$ cat src/hdl/llib_pkg.sv
package llib_pkg;

    localparam logic [14:0] LONGEST_LINE = 15'd16511;
    localparam logic [14:0] SHORT_LINE_MAX = 15'd127;
    localparam logic [7:0]  NEWLINE = 8'd10;

    localparam int QUEUE_DEPTH = 4;
    localparam int QPTR_W = 2;
    localparam int QCNT_W = 3;

    // result slots of one command, in delivery order
    localparam int SLOT_ERR  = 0;
    localparam int SLOT_HI   = 1;
    localparam int SLOT_LO   = 2;
    localparam int SLOT_C1   = 3;
    localparam int SLOT_C2   = 4;
    localparam int SLOT_TERM = 5;
    localparam int NSLOTS    = 6;

    typedef enum logic [1:0] {
        KIND_LEN  = 2'd0,
        KIND_SEG  = 2'd1,
        KIND_ERR  = 2'd2,
        KIND_EOF  = 2'd3
    } kind_t;

    typedef struct packed {
        logic [7:0]  lines;
        logic [7:0]  bytes;
        logic [31:0] start;
    } seg_t;

    typedef struct packed {
        logic [NSLOTS-1:0] mask;
        logic [7:0]        hi_byte;
        logic [7:0]        lo_byte;
        seg_t              c1;
        seg_t              c2;
    } cmd_t;

endpackage

$ cat src/hdl/llib_front.sv
module llib_front #(
    parameter int MAX_SEGMENT_BYTES = 150,
    parameter int MAX_SEGMENT_LINES = 64
) (
    input  logic             aclk,
    input  logic             aresetn,
    input  logic             s_tvalid,
    output logic             s_tready,
    input  logic [7:0]       s_tdata,
    input  logic             s_tlast,
    input  logic             cfg_wr_en,
    input  logic [31:0]      cfg_wr_data,
    output logic             push,
    output llib_pkg::cmd_t   push_cmd,
    input  logic             full,
    output logic             halted
);
    import llib_pkg::*;

    localparam logic [7:0] MAX_B = 8'(MAX_SEGMENT_BYTES);
    localparam logic [7:0] MAX_L = 8'(MAX_SEGMENT_LINES);

    logic [14:0] ll_reg, ll_next;
    logic [7:0]  sb_reg, sb_next;
    logic [7:0]  ln_reg, ln_next;
    logic [31:0] lsp_reg, lsp_next;
    logic [31:0] ssp_reg, ssp_next;
    logic        halted_reg, halted_next;

    logic        accept;
    logic [14:0] ll_inc;
    logic        too_long;
    logic        is_nl;
    logic        line_end;
    logic        hi;
    logic [7:0]  ll_quot;
    logic [31:0] lsp_sum;
    logic [7:0]  sb_inc;
    logic [7:0]  ln_inc;
    logic        seg_full;
    logic        close1;

    assign s_tready = !full;
    assign accept   = s_tvalid && s_tready;
    assign halted   = halted_reg;

    always_comb begin
        ll_inc   = ll_reg + 15'd1;
        too_long = ll_inc > LONGEST_LINE;
        is_nl    = s_tdata == NEWLINE;
        line_end = is_nl || s_tlast;
        hi       = ll_inc > SHORT_LINE_MAX;
        ll_quot  = ll_inc[14:7];
        lsp_sum  = lsp_reg + 32'(ll_inc);
        sb_inc   = sb_reg + (hi ? 8'd2 : 8'd1);
        ln_inc   = ln_reg + 8'd1;
        seg_full = (sb_inc >= MAX_B) || (ln_inc >= MAX_L);
        // a full segment at an unterminated last line closes only once, at eof
        close1   = seg_full && !(s_tlast && !is_nl);

        push_cmd          = '0;
        push_cmd.hi_byte  = 8'd0 - ll_quot;
        push_cmd.lo_byte  = {1'b0, ll_inc[6:0]};
        push_cmd.c1.lines = ln_inc;
        push_cmd.c1.bytes = sb_inc;
        push_cmd.c1.start = ssp_reg;
        push_cmd.c2.lines = close1 ? 8'd0 : ln_inc;
        push_cmd.c2.bytes = close1 ? 8'd0 : sb_inc;
        push_cmd.c2.start = close1 ? lsp_sum : ssp_reg;
        push = 1'b0;

        ll_next     = ll_reg;
        sb_next     = sb_reg;
        ln_next     = ln_reg;
        lsp_next    = lsp_reg;
        ssp_next    = ssp_reg;
        halted_next = halted_reg;

        if (accept && !halted_reg) begin
            if (too_long) begin
                push                      = 1'b1;
                push_cmd.mask[SLOT_ERR]   = 1'b1;
                halted_next               = 1'b1;
            end else if (line_end) begin
                push                      = 1'b1;
                push_cmd.mask[SLOT_HI]    = hi;
                push_cmd.mask[SLOT_LO]    = 1'b1;
                push_cmd.mask[SLOT_C1]    = close1;
                push_cmd.mask[SLOT_C2]    = s_tlast;
                push_cmd.mask[SLOT_TERM]  = s_tlast;
                ll_next  = '0;
                lsp_next = lsp_sum;
                if (close1 || s_tlast) begin
                    sb_next  = '0;
                    ln_next  = '0;
                    ssp_next = lsp_sum;
                end else begin
                    sb_next = sb_inc;
                    ln_next = ln_inc;
                end
            end else begin
                ll_next = ll_inc;
            end
        end

        // new start position
        if (cfg_wr_en) begin
            lsp_next = cfg_wr_data;
            ssp_next = cfg_wr_data;
        end
    end

    always_ff @(posedge aclk) begin
        if (!aresetn) begin
            ll_reg     <= '0;
            sb_reg     <= '0;
            ln_reg     <= '0;
            lsp_reg    <= '0;
            ssp_reg    <= '0;
            halted_reg <= 1'b0;
        end else begin
            ll_reg     <= ll_next;
            sb_reg     <= sb_next;
            ln_reg     <= ln_next;
            lsp_reg    <= lsp_next;
            ssp_reg    <= ssp_next;
            halted_reg <= halted_next;
        end
    end

endmodule

$ cat src/hdl/llib_queue.sv
module llib_queue (
    input  logic            aclk,
    input  logic            aresetn,
    input  logic            push,
    input  llib_pkg::cmd_t  push_cmd,
    output logic            full,
    output logic            head_valid,
    output llib_pkg::cmd_t  head,
    input  logic            pop
);
    import llib_pkg::*;

    cmd_t              mem [QUEUE_DEPTH];
    logic [QPTR_W-1:0] wr_ptr_reg, wr_ptr_next;
    logic [QPTR_W-1:0] rd_ptr_reg, rd_ptr_next;
    logic [QCNT_W-1:0] count_reg, count_next;

    assign full       = count_reg == QCNT_W'(QUEUE_DEPTH);
    assign head_valid = count_reg != '0;
    assign head       = mem[rd_ptr_reg];

    always_comb begin
        wr_ptr_next = push ? wr_ptr_reg + 1'b1 : wr_ptr_reg;
        rd_ptr_next = pop ? rd_ptr_reg + 1'b1 : rd_ptr_reg;
        count_next  = count_reg;
        if (push && !pop) begin
            count_next = count_reg + 1'b1;
        end else if (pop && !push) begin
            count_next = count_reg - 1'b1;
        end
    end

    always_ff @(posedge aclk) begin
        if (push) begin
            mem[wr_ptr_reg] <= push_cmd;
        end
    end

    always_ff @(posedge aclk) begin
        if (!aresetn) begin
            wr_ptr_reg <= '0;
            rd_ptr_reg <= '0;
            count_reg  <= '0;
        end else begin
            wr_ptr_reg <= wr_ptr_next;
            rd_ptr_reg <= rd_ptr_next;
            count_reg  <= count_next;
        end
    end

endmodule

$ cat src/hdl/llib_back.sv
module llib_back (
    input  logic            aclk,
    input  logic            aresetn,
    input  logic            head_valid,
    input  llib_pkg::cmd_t  head,
    output logic            pop,
    output logic            m_tvalid,
    input  logic            m_tready,
    output logic [55:0]     m_tdata,   // length_byte, segment_lines, segment_byte_count,
                                       // segment_start
    output logic [1:0]      m_tuser,   // kind
    output logic            m_tlast    // last_of_run
);
    import llib_pkg::*;

    logic [NSLOTS-1:0] done_reg, done_next;
    logic              m_tvalid_reg, m_tvalid_next;
    logic [55:0]       m_tdata_reg, m_tdata_next;
    kind_t             kind_reg, kind_next;
    logic              m_tlast_reg, m_tlast_next;

    logic              load;
    logic              emit;
    logic [NSLOTS-1:0] pending;
    logic [NSLOTS-1:0] pick;
    logic [NSLOTS-1:0] rest;

    assign m_tvalid = m_tvalid_reg;
    assign m_tdata  = m_tdata_reg;
    assign m_tuser  = kind_reg;
    assign m_tlast  = m_tlast_reg;

    always_comb begin
        load    = !m_tvalid_reg || m_tready;
        emit    = load && head_valid;
        pending = head.mask & ~done_reg;
        pick    = pending & (~pending + NSLOTS'(1));
        rest    = pending & ~pick;
        pop     = emit && (rest == '0);

        done_next     = done_reg;
        m_tvalid_next = m_tvalid_reg;
        m_tdata_next  = m_tdata_reg;
        kind_next     = kind_reg;
        m_tlast_next  = m_tlast_reg;

        if (load) begin
            m_tvalid_next = emit;
        end
        if (emit) begin
            done_next    = (rest == '0) ? '0 : (done_reg | pick);
            m_tlast_next = rest == '0;
            m_tdata_next = '0;
            priority if (pick[SLOT_ERR]) begin
                kind_next = KIND_ERR;
            end else if (pick[SLOT_HI]) begin
                kind_next          = KIND_LEN;
                m_tdata_next[7:0]  = head.hi_byte;
            end else if (pick[SLOT_LO]) begin
                kind_next          = KIND_LEN;
                m_tdata_next[7:0]  = head.lo_byte;
            end else if (pick[SLOT_C1]) begin
                kind_next          = KIND_SEG;
                m_tdata_next[55:8] = {head.c1.start, head.c1.bytes, head.c1.lines};
            end else if (pick[SLOT_C2]) begin
                kind_next          = KIND_SEG;
                m_tdata_next[55:8] = {head.c2.start, head.c2.bytes, head.c2.lines};
            end else begin
                kind_next = KIND_EOF;
            end
        end
    end

    always_ff @(posedge aclk) begin
        m_tdata_reg <= m_tdata_next;
        kind_reg    <= kind_next;
        m_tlast_reg <= m_tlast_next;
    end

    always_ff @(posedge aclk) begin
        if (!aresetn) begin
            done_reg     <= '0;
            m_tvalid_reg <= 1'b0;
        end else begin
            done_reg     <= done_next;
            m_tvalid_reg <= m_tvalid_next;
        end
    end

endmodule

$ cat src/hdl/line_length_index_builder_unit.sv
// Line length index builder.
// Input stream: one file byte per word on s_tdata[7:0]; s_tlast marks the final
// byte of the file. Result stream: m_tuser is the kind (length byte, segment
// closed, line too long, end-of-file terminator), m_tdata carries the length
// byte and the closed segment's line count, byte count and start position,
// m_tlast marks the last word caused by one input byte.
// cfg_wr_en / cfg_wr_data load the start position of the file; write it only
// while the block is idle. Counts are not touched by the write.
// Throughput: a byte that does not end a line is taken whenever s_tready is
// high. A byte that ends a line queues one command; the back end emits one word
// per cycle while m_tready is high, so a line costs one to five output words. A
// four-entry command queue between the front end and the output stage lets input
// run on while results drain. Results pass the queue, then the output register.
// Reset clears all counts, the start position and the halt flag. A stalled
// m_tready holds the output word; the queue fills and then s_tready drops.
// After a line too long the block halts: input bytes are taken and dropped
// until reset.
module line_length_index_builder_unit #(
    parameter int MAX_SEGMENT_BYTES = 150,
    parameter int MAX_SEGMENT_LINES = 64
) (
    input  logic        aclk,
    input  logic        aresetn,
    input  logic        s_tvalid,
    output logic        s_tready,
    input  logic [7:0]  s_tdata,   // data_byte
    input  logic        s_tlast,   // end_of_file
    output logic        m_tvalid,
    input  logic        m_tready,
    output logic [55:0] m_tdata,   // length_byte, segment_lines, segment_byte_count,
                                   // segment_start
    output logic [1:0]  m_tuser,   // kind
    output logic        m_tlast,   // last_of_run
    input  logic        cfg_wr_en,
    input  logic [31:0] cfg_wr_data
);
    import llib_pkg::*;

    logic  q_push;
    cmd_t  q_push_cmd;
    logic  q_full;
    logic  q_head_valid;
    cmd_t  q_head;
    logic  q_pop;
    logic  halted;

    llib_front #(
        .MAX_SEGMENT_BYTES (MAX_SEGMENT_BYTES),
        .MAX_SEGMENT_LINES (MAX_SEGMENT_LINES)
    ) u_front (
        .aclk        (aclk),
        .aresetn     (aresetn),
        .s_tvalid    (s_tvalid),
        .s_tready    (s_tready),
        .s_tdata     (s_tdata),
        .s_tlast     (s_tlast),
        .cfg_wr_en   (cfg_wr_en),
        .cfg_wr_data (cfg_wr_data),
        .push        (q_push),
        .push_cmd    (q_push_cmd),
        .full        (q_full),
        .halted      (halted)
    );

    llib_queue u_queue (
        .aclk       (aclk),
        .aresetn    (aresetn),
        .push       (q_push),
        .push_cmd   (q_push_cmd),
        .full       (q_full),
        .head_valid (q_head_valid),
        .head       (q_head),
        .pop        (q_pop)
    );

    llib_back u_back (
        .aclk       (aclk),
        .aresetn    (aresetn),
        .head_valid (q_head_valid),
        .head       (q_head),
        .pop        (q_pop),
        .m_tvalid   (m_tvalid),
        .m_tready   (m_tready),
        .m_tdata    (m_tdata),
        .m_tuser    (m_tuser),
        .m_tlast    (m_tlast)
    );

    // once halted, nothing more enters the queue
    a_halt_no_push: assert property (@(posedge aclk) disable iff (!aresetn)
        halted |-> !q_push)
        else $error("command queued while halted");

    a_halt_sticky: assert property (@(posedge aclk) disable iff (!aresetn)
        $past(halted) |-> halted)
        else $error("halt flag cleared without reset");

    a_err_last: assert property (@(posedge aclk) disable iff (!aresetn)
        (m_tvalid && (m_tuser == KIND_ERR)) |-> m_tlast)
        else $error("error word not last of its run");

    a_eof_last: assert property (@(posedge aclk) disable iff (!aresetn)
        (m_tvalid && (m_tuser == KIND_EOF)) |-> m_tlast)
        else $error("terminator not last of its run");

endmodule
$ cat config.mk
export PLATFORM = sky130hd
export DESIGN_NAME = line_length_index_builder_unit
export DESIGN_NICKNAME = d
export VERILOG_FILES = /design/src/hdl/llib_pkg.sv /design/src/hdl/llib_front.sv /design/src/hdl/llib_queue.sv /design/src/hdl/llib_back.sv /design/src/hdl/line_length_index_builder_unit.sv
export SDC_FILE = /design/constraint.sdc
export NUM_CORES = 1
export LEC_CHECK = 0
export BUFFER_PORTS_ARGS = -buffer_cell sky130_fd_sc_hd__buf_4
export CAP_MARGIN = 20
export CORE_UTILIZATION = 55
export DETAILED_ROUTE_END_ITERATION = 10
export HOLD_SLACK_MARGIN = 0.1
export PLACE_DENSITY = 0.72
export SKIP_LAST_GASP = 1
export SLEW_MARGIN = 25
export SYNTH_ARGS = -nofsm -noshare
export SYNTH_HDL_FRONTEND = slang
export SYNTH_SLANG_ARGS = --single-unit
export TNS_END_PERCENT = 1
$ cat constraint.sdc
create_clock -name aclk -period 6.75 [get_ports aclk]
set_input_delay 1.35 -clock aclk [delete_from_list [all_inputs] [get_ports aclk]]
set_output_delay 1.35 -clock aclk [all_outputs]
set_load 0.01 [all_outputs]
==> metrics.md <==
| Metric | Value |
|---|---|
| Vias in the first global route | 15617 |
| Clk root buf | clkbuf_16 |
| Asr flop ratio synth | 0% |
| Fin crit period | 5.89 ns |
| Sw Ratio | 26.9% |
| Overflow after GRT | 0 |
| Port-buffer cells | 106 |
| Hold EP | u_front.lsp_reg[2]$_SDFFE_PN0P_ |
| Most used cell, CP | ha_1 |
| Cells after Synth | 1752 |
| Post-layout instance area | 29700 µm² |
| RSZ-0062 raised after global routing | no |
| Final setup TNS | 0 ns |
| Yosys cell types | 73 |
| Die width | 221 µm |
| Max FFs per register | 464 |
| Crit Path Class | reg -> reg |
| YS warnings | 0 |
| Critical path endpoint category | register |
| Slowest stage delay, CP | 0.51 ns |
| Max-cap violation count | 0 |
| Worst slack, placed | 0.923 ns |
| Leakage | 10.1 nW |
| Comb power frac | 20.0% |
| Internal power | 7.61 mW |
| Main synth FF type | edfxtp_1 |
| Reg2reg start | u_front.ll_reg[0]$_SDFFE_PN0P_ |
| Synth Cell Area | 26300 µm² |
| Resized cells post-CTS | 0 |
| Clock Sinks | 635 |
| Outcome | finished with violations |
| Worst-Margin Slew | 1.05 ns |
| Final core area utilization | 63.5% |
| TritonRoute pass-1 iters | 8 |
| Hold depth | 2 |
| N_diodes | 0 |
| Top post-synthesis cells by count | edfxtp_1 (523), nor2_1 (141), nand2_1 (127) |
| CP Cell Sequence | ha_1, and3_1, nand3_1, xor2_1, ha_1, inv_1, a311o_1, a21oi_1, ha_1, inv_1, fa_1, nand3b_1, xnor2_1, o21ai_0, a31o_2, nand4_1, buf_4, and3_1, buf_4, nand3_1, o221ai_1 |
| Maximum VDD drop | 0.000264 V |
| CTS Hold Bufs | 0 |
| EDFF count, synth | 523 |
| Fin nets | 1919 |
| CTS max path bufs | 3 |
| Net load switching power | 2.80 mW |
| HP Start | u_front.lsp_reg[2]$_SDFFE_PN0P_ |
| Die area | 48800 µm² |
| CP Max Fanout | 18 |
| Worst Setup Start Kind | register |
| Syn nets | 1827 |
| Final Cycle Share | 87.2% |
| Worst Path Required | 7.27 ns |
| Layout cells sized above 1 | 18.6% |
| Total Wirelength | 57200 µm |
| GRT Overall Usage | 23.8% |
| Number of CTS-inserted buffers | 60 |
| Slew headroom | 30.3% |
| Avg Cell Area, Syn | 15.0 µm² |
| Row count | 79 |
| FF-to-FF path depth | 21 |
| Drt wl/cell | 22.8 µm |
| Setup violations, final | 0 |
| Clock transition at the registers of the reported paths | 0.06 ns |
| Reg2reg setup slack | 0.86 ns |
| Largest area contributor in the netlist | edfxtp_1 |
| Top-level port count | 107 |
| FF-to-FF End | u_front.ssp_reg[21]$_SDFFE_PN0P_ |
| Clock power share | 32.2% |
| Most frequent cell after synthesis | edfxtp_1 |
| Slowest cell on crit path | nand3_1 |
| HPWL Detailed | 33800 µm |
| Initial drt markers | 1640 |
| Antenna Violating Nets Remaining | 0 |
| Multi-input gate area | 7900 µm² |
| DRC | 7 |
| Sequential share of the synthesized area | 68.1% |
| Final Hold Fails | 0 |
| Yosys reg bits | 635 |
| Vias post-DR | 15426 |
| Power Dens Cells | 350 nW/µm² |
| Clk_lat worst skew | 0.62 ns |
| Initial Util | 56.2% |
| Post-CTS setup buffers | 0 |
| Layout fillers | 3336 |
| Core area | 46900 µm² |
| Worst setup margin | 0.861 ns |
| TritonCTS clock tree | yes |
| Area contributors post-synth | edfxtp_1 (60%), mux4_2 (9.9%), dfxtp_1 (8.5%) |
| Failing checks | design-rule violations |
| Sequential group share of total power | 47.8% |
| Die Height | 221 µm |
| Crit path DAT | 6.41 ns |
| Top cell type's share of synthesized area | 59.6% |
| Routability cong. | 0.915 |
| Placement Cell Area | 27800 µm² |
| Max-slew violations | 0 |
| Vias per std cell | 6.16 |
| Achievable frequency | 170 MHz |
| Largest net degree at the start of global routing | 117 |
| Register area | 18000 µm² |
| Syn-to-layout area delta | 12.9% |
| Tot Pwr | 10.4 mW |
| Clock H-tree levels | 2 |
| First-pass GRT wire length | 89200 µm |
| Initial antenna violation count | 0 |
| Worst hold path class | reg -> reg |
| Skew final | 0.0181 ns |
==> layout make-up <==
cell class,instances,area share [%]
Sequential cell,635,60.4
Multi-Input combinational cell,977,26.5
Clock buffer,93,5.81
Timing Repair Buffer,130,3.45
Tap cell,607,2.55
Clock inverter,21,0.787
Inverter,40,0.505
==> critical path, delay by kind of cell (launching register included) <==
family,cells,cell delay [ns]
adders and majority gates,4,1.17
DFF,1,0.43
buffers and inverters,4,0.54
AOI/OAI and AO/OA,5,1.62
xor gates and xnor gates,2,0.61
and+or+nand+nor,6,1.39
==> power groups by stage <==
stage / Combinational [mW] / Sequential [mW] / Clock (mW)
5_1_grt: 2.26 / 5.02 / 3.55
6_report: 2.09 / 4.97 / 3.35
2_1_floorplan: 1.25 / 5.10 / 0
3_3_place_gp: 2.07 / 5.04 / 0
3_5_place_dp: 2.10 / 5.06 / 0
4_1_cts: 2.11 / 4.98 / 3.40
==> cell families after synthesis <==
family,Yosys count,share of synthesized area [%]
xor+xnor,74,2.49
compound gates,287,7.17
simple gates,455,8.16
flops,635,68.1
mux,130,10.5
fa+ha+maj,31,1.54
buf+inv,140,2.07
==> worst max-delay path by stage <==
stage | startpoint | to | slack, ns | cells past startpoint
after floorplan | m_tready | u_queue.count_reg[2]$_SDFFE_PN0P_ | 0.62 | 9
after global placement | u_front.ll_reg[1]$_SDFFE_PN0P_ | u_front.ssp_reg[19]$_SDFFE_PN0P_ | 1.12 | 21
after detailed placement | u_front.ll_reg[1]$_SDFFE_PN0P_ | u_front.ssp_reg[21]$_SDFFE_PN0P_ | 0.92 | 21
after CTS | u_front.ll_reg[1]$_SDFFE_PN0P_ | u_front.ssp_reg[21]$_SDFFE_PN0P_ | 0.92 | 21
after global routing | u_front.ll_reg[1]$_SDFFE_PN0P_ | u_front.ssp_reg[30]$_SDFFE_PN0P_ | 0.39 | 21
final | u_front.ll_reg[0]$_SDFFE_PN0P_ | u_front.ssp_reg[21]$_SDFFE_PN0P_ | 0.86 | 21
==> metal layers <==
| metal | routed length [µm] | up-vias | GRT usage [%] |
|---|---|---|---|
| met1 | 25500 | 7862 | 34.8 |
| met3 | 3540 | 92 | 3.72 |
| met4 | 1210 | 0 | 6.38 |
| met2 | 26900 | 520 | 37.5 |
| met5 | 0 | - | 0 |
| li1 | - | 6952 | - |
==> cell usage in the layout (no fill, tap or decap), types with 6 or more instances in the layout <==
master       n
edfxtp_1   523
nor2_1     140
nand2_1    126
buf_4      126
mux4_2     116
dfxtp_1    110
nand3_1     67
o21ai_0     65
a21oi_1     62
clkbuf_16   62
xnor2_1     50
a22oi_1     49
inv_1       37
ha_1        26
clkbuf_1    25
xor2_1      23
a211oi_1    20
a31oi_1     19
nor3_1      15
and2_1      15
mux2i_1     13
o221ai_1    13
and3_1      12
nand4_1     11
nand2b_1    10
or3_1        8
clkinv_1     8
o31ai_1      7
a22o_1       7
nand3b_1     6
nor2b_1      6
a21o_1       6
clkbuf_8     6
==> per-stage QoR <==
step	std cells	hold slack (ns)
2_1_floorplan	1752	0.428
3_3_place_gp	2388	0.440
3_5_place_dp	2388	0.453
4_1_cts	2502	0.467
5_1_grt	2503	0.481
6_report	2503	0.464
Note: power is estimated with default switching activity, not from simulation.
